<file path="config.mk">
export PLATFORM = sky130hd
export DESIGN_NAME = mixed_radix_index_convert_unit
export DESIGN_NICKNAME = d
export VERILOG_FILES = /design/src/rtl/core/mric_pkg.sv /design/src/rtl/core/mric_front.sv /design/src/rtl/core/mric_div_stage.sv /design/src/rtl/core/mixed_radix_index_convert_unit.sv
export SDC_FILE = /design/constraint.sdc
export NUM_CORES = 2
export LEC_CHECK = 0
export ABC_AREA = 0
export ABC_CLOCK_PERIOD_IN_PS = 14500
export BUFFER_PORTS_ARGS = -buffer_cell sky130_fd_sc_hd__buf_2
export CAP_MARGIN = 20
export CORE_MARGIN = 5
export CORE_UTILIZATION = 29
export DETAILED_ROUTE_END_ITERATION = 10
export SLEW_MARGIN = 20
export SYNTH_ARGS = -nofsm -noshare
export SYNTH_HDL_FRONTEND = slang
export SYNTH_SLANG_ARGS = --single-unit
</file>
<file path="constraint.sdc">
create_clock -name clk_i -period 14.5 [get_ports clk_i]
set_clock_uncertainty 0.05 [all_clocks]
set_input_delay 1.45 -clock clk_i [delete_from_list [all_inputs] [get_ports clk_i]]
set_output_delay 1.45 -clock clk_i [all_outputs]
set_load 0.01 [all_outputs]
</file>
<file path="src/rtl/core/mric_pkg.sv">
// Shared types and constants for the linear index / coordinate converter.
`default_nettype none
package mric_pkg;

  localparam int unsigned FieldDims    = 4;
  localparam int unsigned IdxW         = 32;
  localparam int unsigned CrdW         = 8;
  localparam int unsigned StepBits     = 4;
  localparam int unsigned StagesPerDiv = IdxW / StepBits;
  localparam int unsigned DivGroups    = FieldDims - 1;
  // entry register + division stages + output register
  localparam int unsigned Latency      = 2 + DivGroups * StagesPerDiv;
  localparam int unsigned AddrW        = 5;

  localparam logic [2:0] RegNumDims  = 3'd0;
  localparam logic [2:0] RegDimSize0 = 3'd1;
  localparam logic [2:0] RegDimSize1 = 3'd2;
  localparam logic [2:0] RegDimSize2 = 3'd3;
  localparam logic [2:0] RegDimSize3 = 3'd4;

  localparam logic ReqIdxToCrd = 1'b0;
  localparam logic ReqCrdToIdx = 1'b1;

  typedef logic [FieldDims-1:0][CrdW-1:0] crd_vec_t;

  typedef struct packed {
    logic            valid;
    logic            req_type;
    logic            err;
    logic [IdxW-1:0] t;
    logic [CrdW-1:0] r;
    crd_vec_t        coord;
    logic [IdxW-1:0] idx;
  } pipe_t;

endpackage
`default_nettype wire

</file>
<file path="src/rtl/core/mric_front.sv">
// Entry stage: register the transaction, gate unused coordinates, check ranges.
`default_nettype none
module mric_front (
  input  wire logic                          clk_i,
  input  wire logic                          rst_ni,
  input  wire logic                          accept_i,
  input  wire logic                          req_type_i,
  input  wire logic [mric_pkg::IdxW-1:0]     in_index_i,
  input  wire mric_pkg::crd_vec_t            in_coord_i,
  input  wire mric_pkg::crd_vec_t            size_i,
  input  wire logic [mric_pkg::FieldDims-1:0] used_i,
  output mric_pkg::pipe_t                    pipe_o
);

  mric_pkg::pipe_t pipe_d, pipe_q;

  always_comb begin
    logic err;
    err = 1'b0;
    pipe_d = '0;
    pipe_d.valid = accept_i;
    pipe_d.req_type = req_type_i;
    for (int k = 0; k < int'(mric_pkg::FieldDims); k++) begin
      if (used_i[k]) begin
        if (size_i[k] == '0) err = 1'b1;
        if (req_type_i == mric_pkg::ReqCrdToIdx) begin
          if (in_coord_i[k] >= size_i[k]) err = 1'b1;
          pipe_d.coord[k] = in_coord_i[k];
        end
      end
    end
    pipe_d.err = err;
    if (req_type_i == mric_pkg::ReqIdxToCrd) begin
      pipe_d.t = in_index_i;
    end else begin
      pipe_d.idx = {{(mric_pkg::IdxW-mric_pkg::CrdW){1'b0}}, in_coord_i[0]};
    end
  end

  always_ff @(posedge clk_i or negedge rst_ni) begin
    if (!rst_ni) begin
      pipe_q <= '0;
    end else begin
      pipe_q <= pipe_d;
    end
  end

  assign pipe_o = pipe_q;

endmodule
`default_nettype wire

</file>
<file path="src/rtl/core/mric_div_stage.sv">
// One pipeline stage: a few restoring-division steps, optionally one multiply-accumulate.
`default_nettype none
module mric_div_stage #(
  parameter int unsigned DIV_DIM = 3,
  parameter bit          LAST    = 1'b0,
  parameter bit          MAC     = 1'b0,
  parameter int unsigned MAC_DIM = 1
) (
  input  wire logic                      clk_i,
  input  wire logic                      rst_ni,
  input  wire logic [mric_pkg::CrdW-1:0] div_size_i,
  input  wire logic [mric_pkg::CrdW-1:0] mac_size_i,
  input  wire mric_pkg::pipe_t           pipe_i,
  output mric_pkg::pipe_t                pipe_o
);

  mric_pkg::pipe_t pipe_d, pipe_q;

  always_comb begin
    logic [mric_pkg::CrdW:0]   rr;
    logic [mric_pkg::CrdW-1:0] r;
    logic [mric_pkg::IdxW-1:0] t;
    logic [mric_pkg::IdxW+mric_pkg::CrdW-1:0] prod;
    pipe_d = pipe_i;
    r = pipe_i.r;
    t = pipe_i.t;
    prod = '0;
    for (int s = 0; s < int'(mric_pkg::StepBits); s++) begin
      rr = {r, t[mric_pkg::IdxW-1]};
      t = {t[mric_pkg::IdxW-2:0], 1'b0};
      if (rr >= {1'b0, div_size_i}) begin
        rr = rr - {1'b0, div_size_i};
        t[0] = 1'b1;
      end
      r = rr[mric_pkg::CrdW-1:0];
    end
    pipe_d.t = t;
    pipe_d.r = r;
    if (LAST) begin
      // remainder is this dimension's coordinate; restart for the next divisor
      pipe_d.r = '0;
      if (pipe_i.req_type == mric_pkg::ReqIdxToCrd) pipe_d.coord[DIV_DIM] = r;
    end
    if (MAC) begin
      prod = pipe_i.idx * mac_size_i;
      pipe_d.idx = prod[mric_pkg::IdxW-1:0]
                 + {{(mric_pkg::IdxW-mric_pkg::CrdW){1'b0}}, pipe_i.coord[MAC_DIM]};
    end
  end

  always_ff @(posedge clk_i or negedge rst_ni) begin
    if (!rst_ni) begin
      pipe_q <= '0;
    end else begin
      pipe_q <= pipe_d;
    end
  end

  assign pipe_o = pipe_q;

endmodule
`default_nettype wire

</file>
<file path="src/rtl/core/mixed_radix_index_convert_unit.sv">
// An accepted start passes the entry register, the division stages and the output register to done_o.
// Throughput: one transaction per cycle; busy stays low, results never stall.
// Each divisor takes eight 4-bit restoring stages; the three divisions run in series.
// Reset clears the pipeline valid bits and the registers to num_dims 2, sizes 1.
// Top level: configuration port, clamp of dimension count, pipeline and output register.
`default_nettype none
module mixed_radix_index_convert_unit #(
  parameter int unsigned MAX_DIMS = 4
) (
  input  wire logic                          clk_i,
  input  wire logic                          rst_ni,
  input  wire logic                          psel,
  input  wire logic                          penable,
  input  wire logic                          pwrite,
  input  wire logic [mric_pkg::AddrW-1:0]    paddr,
  input  wire logic [31:0]                   pwdata,
  output logic [31:0]                        prdata,
  output logic                               pready,
  input  wire logic                          start,
  output logic                               busy,
  input  wire logic                          req_type_i,
  input  wire logic [31:0]                   in_index_i,
  input  wire logic [7:0]                    in_coord_0_i,
  input  wire logic [7:0]                    in_coord_1_i,
  input  wire logic [7:0]                    in_coord_2_i,
  input  wire logic [7:0]                    in_coord_3_i,
  output logic                               done_o,
  output logic [31:0]                        out_index_o,
  output logic [7:0]                         out_coord_0_o,
  output logic [7:0]                         out_coord_1_o,
  output logic [7:0]                         out_coord_2_o,
  output logic [7:0]                         out_coord_3_o,
  output logic                               range_error_o
);

  localparam int unsigned DimLimit = (MAX_DIMS < mric_pkg::FieldDims) ? MAX_DIMS
                                                                      : mric_pkg::FieldDims;
  localparam int unsigned Groups = mric_pkg::DivGroups;
  localparam int unsigned Spd    = mric_pkg::StagesPerDiv;

  logic [2:0]         num_dims_q;
  mric_pkg::crd_vec_t size_q;
  logic               wr_en;
  logic [2:0]         reg_sel;

  assign pready  = 1'b1;
  assign busy    = 1'b0;
  assign reg_sel = paddr[mric_pkg::AddrW-1:2];
  assign wr_en   = psel && penable && pwrite;

  always_ff @(posedge clk_i or negedge rst_ni) begin
    if (!rst_ni) begin
      num_dims_q <= 3'd2;
      size_q     <= {mric_pkg::FieldDims{8'd1}};
    end else if (wr_en) begin
      case (reg_sel)
        mric_pkg::RegNumDims:  num_dims_q <= pwdata[2:0];
        mric_pkg::RegDimSize0: size_q[0]  <= pwdata[7:0];
        mric_pkg::RegDimSize1: size_q[1]  <= pwdata[7:0];
        mric_pkg::RegDimSize2: size_q[2]  <= pwdata[7:0];
        mric_pkg::RegDimSize3: size_q[3]  <= pwdata[7:0];
        default: ;
      endcase
    end
  end

  always_comb begin
    case (reg_sel)
      mric_pkg::RegNumDims:  prdata = {29'd0, num_dims_q};
      mric_pkg::RegDimSize0: prdata = {24'd0, size_q[0]};
      mric_pkg::RegDimSize1: prdata = {24'd0, size_q[1]};
      mric_pkg::RegDimSize2: prdata = {24'd0, size_q[2]};
      mric_pkg::RegDimSize3: prdata = {24'd0, size_q[3]};
      default:               prdata = '0;
    endcase
  end

  // clamp the dimension count, then give unused dimensions an effective size of one
  logic [2:0]                        n_used;
  logic [mric_pkg::FieldDims-1:0]    used;
  mric_pkg::crd_vec_t                size_eff;

  always_comb begin
    if (num_dims_q < 3'd2) begin
      n_used = 3'd2;
    end else if (num_dims_q > 3'(DimLimit)) begin
      n_used = 3'(DimLimit);
    end else begin
      n_used = num_dims_q;
    end
    for (int k = 0; k < int'(mric_pkg::FieldDims); k++) begin
      used[k]     = (k < int'(n_used));
      size_eff[k] = used[k] ? size_q[k] : 8'd1;
    end
  end

  mric_pkg::crd_vec_t in_coord;
  assign in_coord = {in_coord_3_i, in_coord_2_i, in_coord_1_i, in_coord_0_i};

  mric_pkg::pipe_t pipe [Groups*Spd+1];

  mric_front u_front (
    .clk_i      (clk_i),
    .rst_ni     (rst_ni),
    .accept_i   (start && !busy),
    .req_type_i (req_type_i),
    .in_index_i (in_index_i),
    .in_coord_i (in_coord),
    .size_i     (size_eff),
    .used_i     (used),
    .pipe_o     (pipe[0])
  );

  for (genvar g = 0; g < Groups; g++) begin : g_div
    for (genvar j = 0; j < Spd; j++) begin : g_step
      mric_div_stage #(
        .DIV_DIM (mric_pkg::FieldDims - 1 - g),
        .LAST    (j == Spd - 1),
        .MAC     (j == 0),
        .MAC_DIM (g + 1)
      ) u_stage (
        .clk_i      (clk_i),
        .rst_ni     (rst_ni),
        .div_size_i (size_eff[mric_pkg::FieldDims-1-g]),
        .mac_size_i (size_eff[g+1]),
        .pipe_i     (pipe[g*Spd+j]),
        .pipe_o     (pipe[g*Spd+j+1])
      );
    end
  end

  mric_pkg::pipe_t    last;
  logic               done_q;
  logic [31:0]        index_d, index_q;
  mric_pkg::crd_vec_t coord_d, coord_q;
  logic               err_d, err_q;

  assign last = pipe[Groups*Spd];

  // final quotient is coordinate 0; it must lie below the first size
  always_comb begin
    err_d = last.err;
    if (last.req_type == mric_pkg::ReqIdxToCrd
        && last.t >= {24'd0, size_eff[0]}) err_d = 1'b1;
    index_d = '0;
    coord_d = '0;
    if (!err_d) begin
      if (last.req_type == mric_pkg::ReqCrdToIdx) begin
        index_d = last.idx;
      end else begin
        coord_d    = last.coord;
        coord_d[0] = last.t[7:0];
      end
    end
  end

  always_ff @(posedge clk_i or negedge rst_ni) begin
    if (!rst_ni) begin
      done_q  <= 1'b0;
      err_q   <= 1'b0;
      index_q <= '0;
      coord_q <= '0;
    end else begin
      done_q  <= last.valid;
      err_q   <= err_d;
      index_q <= index_d;
      coord_q <= coord_d;
    end
  end

  assign done_o        = done_q;
  assign out_index_o   = index_q;
  assign out_coord_0_o = coord_q[0];
  assign out_coord_1_o = coord_q[1];
  assign out_coord_2_o = coord_q[2];
  assign out_coord_3_o = coord_q[3];
  assign range_error_o = err_q;

endmodule
`default_nettype wire

</file>
# Word-level counts from Yosys, hierarchy flattened
# Index checks and enable logic that the tools add are counted.
# word_totals
regBits	2520
inputBits	108
output_inout_bits	100
word_cells	692
# classes
addsub	99
n_mul	3
order_cmp	107
n_eq_ne	4
mux	232
bitwise_logic	1
reduce_logical	13
# op_table
op	n
$mux 8	110
$ge 9x8->1	93
$sub 8x8->8	93
$mux 32	5
$mux 1	114
$add 32x8->32	3
$mul 32x8->32	2
$pmux 8 s5	1
$ge 32x8->1	1
$ge 8x8->1	4
$logic_not 8->1	4
$ge 1x8->1	3
$sub 1x8->8	3
$mul 8x8->16	1
$reduce_and 2->1	5
$eq 3x2->1 const B	2
$lt 1x3->1 const A	2
$lt 2x3->1 const A	2
$mux 3	2
$eq 3x1->1 const B	1
$eq 3x3->1 const B	1
$gt 3x3->1 const B	1
$logic_and 1x1->1	3
$logic_not 3->1	1
2 further kinds	2

# Logic depth before layout (Yosys ltp)
# depth
word_depth	23
depth_mapped	48

# Hierarchy
# A second synthesis with hierarchy kept.
# unflattened
cells_unflattened	11252
area_unflattened_um2	136046.7
# by_module_without_submodules
mod	n_inst	cells_each	area_per_inst_um2	seq_area_each_um2
mric_div_stage at g_div[0].g_step[1].u_stage ...	16	320	4393.0	2677.6
mric_div_stage at g_div[2].g_step[0].u_stage	1	1188	11611.1	2677.6
mric_div_stage at g_div[0].g_step[0].u_stage	1	1177	11581.1	2677.6
mric_div_stage at g_div[1].g_step[0].u_stage	1	1153	11492.3	2677.6
mric_div_stage at g_div[2].g_step[5].u_stage ...	2	370	4642.0	2677.6
mric_div_stage at g_div[0].g_step[7].u_stage	1	395	4673.2	2477.4
mixed_radix_index_convert_unit	1	403	4624.4	2533.7
mric_div_stage at g_div[2].g_step[7].u_stage	1	390	4568.1	2477.4
mric_div_stage at g_div[1].g_step[7].u_stage	1	372	4414.2	2477.4
mric_front	1	314	3510.9	1876.8

# Worst setup path after synthesis
# Ideal clock, no wire load.
# synth_path
path_kind	register to register
start	register num_dims_q[2]
end	register g_div[0].g_step[1].u_stage.pipe_q, in the netlist g_div[0].g_step[1].u_stage.pipe_o[65]
setup_ns	0.125
arrival_time_ns	10.457
path_slack_ns	3.868
path_stages_with_launch	41
period_less_slack_ns	10.632
path_cell_list	dfrtp_1 buf_2 nand2_1 ha_1 nor2b_1 o2111ai_1 nand3_1 and3_1 nor2_1 mux2_2 ha_1 inv_1 nor2_1 a41o_1 o41ai_1 a21oi_1 nor2_1 clkbuf_1 [5 not listed] a21boi_0 o21ai_0 a21oi_1 o21a_1 a2111oi_4 clkinv_1 a21oi_1 ha_1 nor2b_1 o21ai_0 a21boi_0 o21ai_0 nand2b_1 a21o_1 a21o_1 o21ai_0 o2111ai_2 mux2_2
# synth_lines
element	line	text
from (decl)	mixed_radix_index_convert_unit.sv:41	logic [2:0] num_dims_q;
from (signal assigned)	mixed_radix_index_convert_unit.sv:57	mric_pkg::RegNumDims: num_dims_q <= pwdata[2:0];
to (signal assigned)	mric_div_stage.sv:55	pipe_q <= pipe_d;
to (decl)	mric_div_stage.sv:17	mric_pkg::pipe_t pipe_d, pipe_q;

==> summary by stage <==
Clocking
CTS saw 2,360 sinks. In this run the clock root is driven by a sky130_fd_sc_hd__clkbuf_16. After clock tree synthesis, the setup repair step added 0 buffers. The clock-pin transition on the worst setup and hold timing paths is 70 ps. The number of hold buffers added after CTS is 0. The count of instances resized after the clock tree is built is 0. The TritonCTS clock tree is done.

The clock network latency to the later pin of the worst-skew pair is 910 ps. The H-tree was split into 4 levels. The maximum count of clock buffers along a single path is 4.

The number of clock buffers added by TritonCTS is 230.

Routing
The met2 wirelength from detailed routing is 104.7 mm. The number of search-and-repair iterations in the first detailed-routing pass is 6. The remaining design rule violation count is 0.

Using the TritonRoute via totals, the vias-per-cell ratio works out to approximately 4.5. In the final routing, the length of wire on met1 measures between 100 and 150 mm. For this block, the via count after detailed routing is 67,222.

The mean routed wirelength per cell is 15.76 microns. The first-iteration detailed-routing DRC count is about 4,400. The wire length on met3 is 11.52 mm. The routed design has 237.1 mm of wire. The detail route stage leaves a number of antenna-violating nets equal to 0. The top routing layer in use is met5.

Yosys
Yosys mapped a number of flops with a built-in enable equal to 0. After synthesis, the largest area contributor takes up roughly 52% of total cell area. Averaged over all synthesized cells, the footprint is around 12 sq um. Sorting the synthesized cells by area gives the leading types as sky130_fd_sc_hd__dfrtp_1 (52%), sky130_fd_sc_hd__ha_1 (11%), sky130_fd_sc_hd__fa_1 (6.8%). The cell taking the most area after synthesis is sky130_fd_sc_hd__dfrtp_1.

The number of warnings printed during yosys synthesis is 0. The async set or reset register ratio after synthesis is 100.0%. The synthesized netlist occupies a cell area of 112,900 sq um.

Synthesis handed over a netlist of 9,302 instances. The flip-flop cell with the highest count after synthesis is sky130_fd_sc_hd__dfrtp_1. The proportion of synthesized chip area in sequential cells is 52.29%. The post-synthesis cell type count is 100. Counting flops and latches in the post-synthesis netlist gives 2,360.

Job
The tool flagged a number of max-cap violations equal to 0.

Cells and area
The library cell used most frequently in the layout, excluding fill and tap cells, is sky130_fd_sc_hd__dfrtp_1. At the end of the flow, the number of nets in the layout was 11,095. The area occupied by multi-input gates is 49,980 sq um. Counting the fill cells in the layout gives 38,629. The top cell types in the final layout, fill and taps aside, are sky130_fd_sc_hd__dfrtp_1 (2,353), sky130_fd_sc_hd__ha_1 (955), sky130_fd_sc_hd__inv_1 (855).

Cells with a size suffix above 1 make up 11.90% of the layout. Compared with the post-synthesis result, the final layout area differs by 13.73%. Registers take 59,070 sq um.

Die
The initial utilization of the core area, before any placement, comes to 29.07%. The top-level port count is around 210. The die outline height is 634.1 microns. In this run the standard cell core region covers ~390,000 sq um. The floorplan step defined a die boundary enclosing 402,000 sq um. In this run the horizontal extent of the chip is 634.1 microns.

The count of standard-cell rows is 229.

Critical path
The cell that appears most often on the critical path is sky130_fd_sc_hd__o21ai_0. For flop-to-flop paths, the worst setup slack is 2670 ps. STA classifies the critical path endpoint as a flop. The category of the most critical setup path is flop to flop. The highest-delay cell along the critical path is sky130_fd_sc_hd__a31oi_1.

Data arrives at the worst endpoint at 12,520 ps. At the worst endpoint, the required time is around 15,000 ps. The worst setup path is launched from a flop. Of all nets on the critical path, the largest fanout is 24.

The largest incremental delay on the critical path is 830 ps.

STA
The number of pins with negative max-slew slack in the final report is 0. The worst path uses approximately 80% of the clock period. Setup violations remaining at the end of the flow were counted as 0.

Adding up every negative setup slack in the final design gives 0 ps. The number of hold violations in the final report is 0. For the pin with the worst max-slew slack, the measured transition is roughly 1000 ps. The timing-limited maximum frequency is between 80 and 90 MHz. Setup repair after global routing left no endpoint under its margin.

The clock period minus worst slack is 11,830 ps. The relative slew slack is 31.77%.

Global routing
Entering global routing, the biggest net connects 162 pins. After global routing the overflow that remains totals 0. The via count of the first global-routing pass is 67,298. The global-route usage over all layers is a little under an eighth. The first global-routing pass estimated ~380 mm of wire. The initial antenna violation count is 40.

Status
The run finished with clean final reports.

Placement
In this run the tool buffered the top-level ports with 155 buffer cells. The detailed placement HPWL is 171.7 mm. Routability-driven placement finished with a final weighted congestion of 0.8408.

Min path
The class of the worst hold path is flop to flop.
-- stage by stage --
stage	utilization (%)	hold WS [ps]	cell area, sq um	std cells	setup WS, ps
floorplan	-	281.2	113000	9326	3868
global placement	31.02	281.3	120500	14612	2694
detailed placement	31.02	284.7	120500	14612	2596
CTS	33.04	212.2	128400	15028	2511
global route	33.06	217.7	128400	15034	1512
finish	33.06	208.7	128500	15043	2672
-- final cells by class --
| class | count | share of cell area, % |
|---|---|---|
| antenna | 14 | 0.02727 |
| multi-input combinational | 5921 | 38.91 |
| inverter | 869 | 2.539 |
| timing repair buffer | 266 | 1.373 |
| clock buffer | 302 | 5.044 |
| clock inverter | 114 | 1.066 |
| sequential | 2360 | 45.98 |
| tap | 5197 | 5.062 |
-- synthesized netlist by cell type, drive strengths merged (15+ instances only) --
cell type,number
a211oi,29
a21boi,54
a21o,182
a21oi,435
a221o,16
a31oi,40
and2,172
and3,191
and4,17
buf,52
clkbuf,124
dfrtp,2355
fa,384
ha,955
inv,860
mux2,420
mux2i,112
nand2,506
nand2b,98
nand3,131
nand3b,21
nand4,107
nor2,412
nor2b,170
nor3,97
o211ai,31
o21a,59
o21ai,378
o21bai,85
o31a,15
o31ai,17
or2,27
or3,25
xnor2,357
xor2,187
-- worst max-delay path, delay by kind of cell (launching register included) --
kind,cells,cell delay (ps)
and+or+nand+nor,8,1430
buffers and inverters,5,1160
adders and majority gates,4,1250
AOI/OAI and AO/OA,21,5910
DFF,1,650
muxes,3,1130
-- final timing paths --
check / startpoint / endpoint / cells past startpoint
max: num_dims_q[2]$_DFFE_PN0P_ / g_div[1].g_step[5].u_stage.pipe_o[68]$_DFF_PN0_ / 41
min: g_div[0].g_step[4].u_stage.pipe_o[13]$_DFF_PN0_ / g_div[0].g_step[5].u_stage.pipe_o[13]$_DFF_PN0_ / 0
max reg2reg: num_dims_q[2]$_DFFE_PN0P_ / g_div[1].g_step[5].u_stage.pipe_o[68]$_DFF_PN0_ / 41
min reg2reg: g_div[0].g_step[4].u_stage.pipe_o[13]$_DFF_PN0_ / g_div[0].g_step[5].u_stage.pipe_o[13]$_DFF_PN0_ / 0
max in group asynchronous: rst_ni / out_index_o[10]$_DFF_PN0_ / 4
min in group asynchronous: rst_ni / g_div[0].g_step[3].u_stage.pipe_o[106]$_DFF_PN0_ / 1
-- logic make-up (layout without fill, tap and decap cells) --
family,after synthesis,count (layout),synth area share [%]
buf+inv,1045,1551,3.600
flops,2360,2360,52.29
compound gates,1468,1468,8.317
simple gates,2011,2011,8.973
other cells,2,40,0.006649
fa+ha+maj,1339,1339,17.39
mux,533,533,5.203
xor+xnor,544,544,4.219
-- flip-flops by register name (all words and copies together) (netlist names) --
register and flops:
g_div.g_step.u_stage.pipe_o 2192, u_front.pipe_o 67, out_index_o 32, size_q 32, out_coord_0_o 8, out_coord_1_o 8
out_coord_2_o 8, out_coord_3_o 8, num_dims_q 3, done_o 1, range_error_o 1
-- layer usage --
metal | track usage, % | vias to the layer above
li1 | - | 32214
met1 | 17.43 | 33484
met2 | 18.10 | 1185
met3 | 1.856 | 337
met4 | 2.663 | 2
met5 | 0 | -
Power is not shown: default switching activity piles up to over one toggle a cycle in this logic, so the estimate is an artifact.
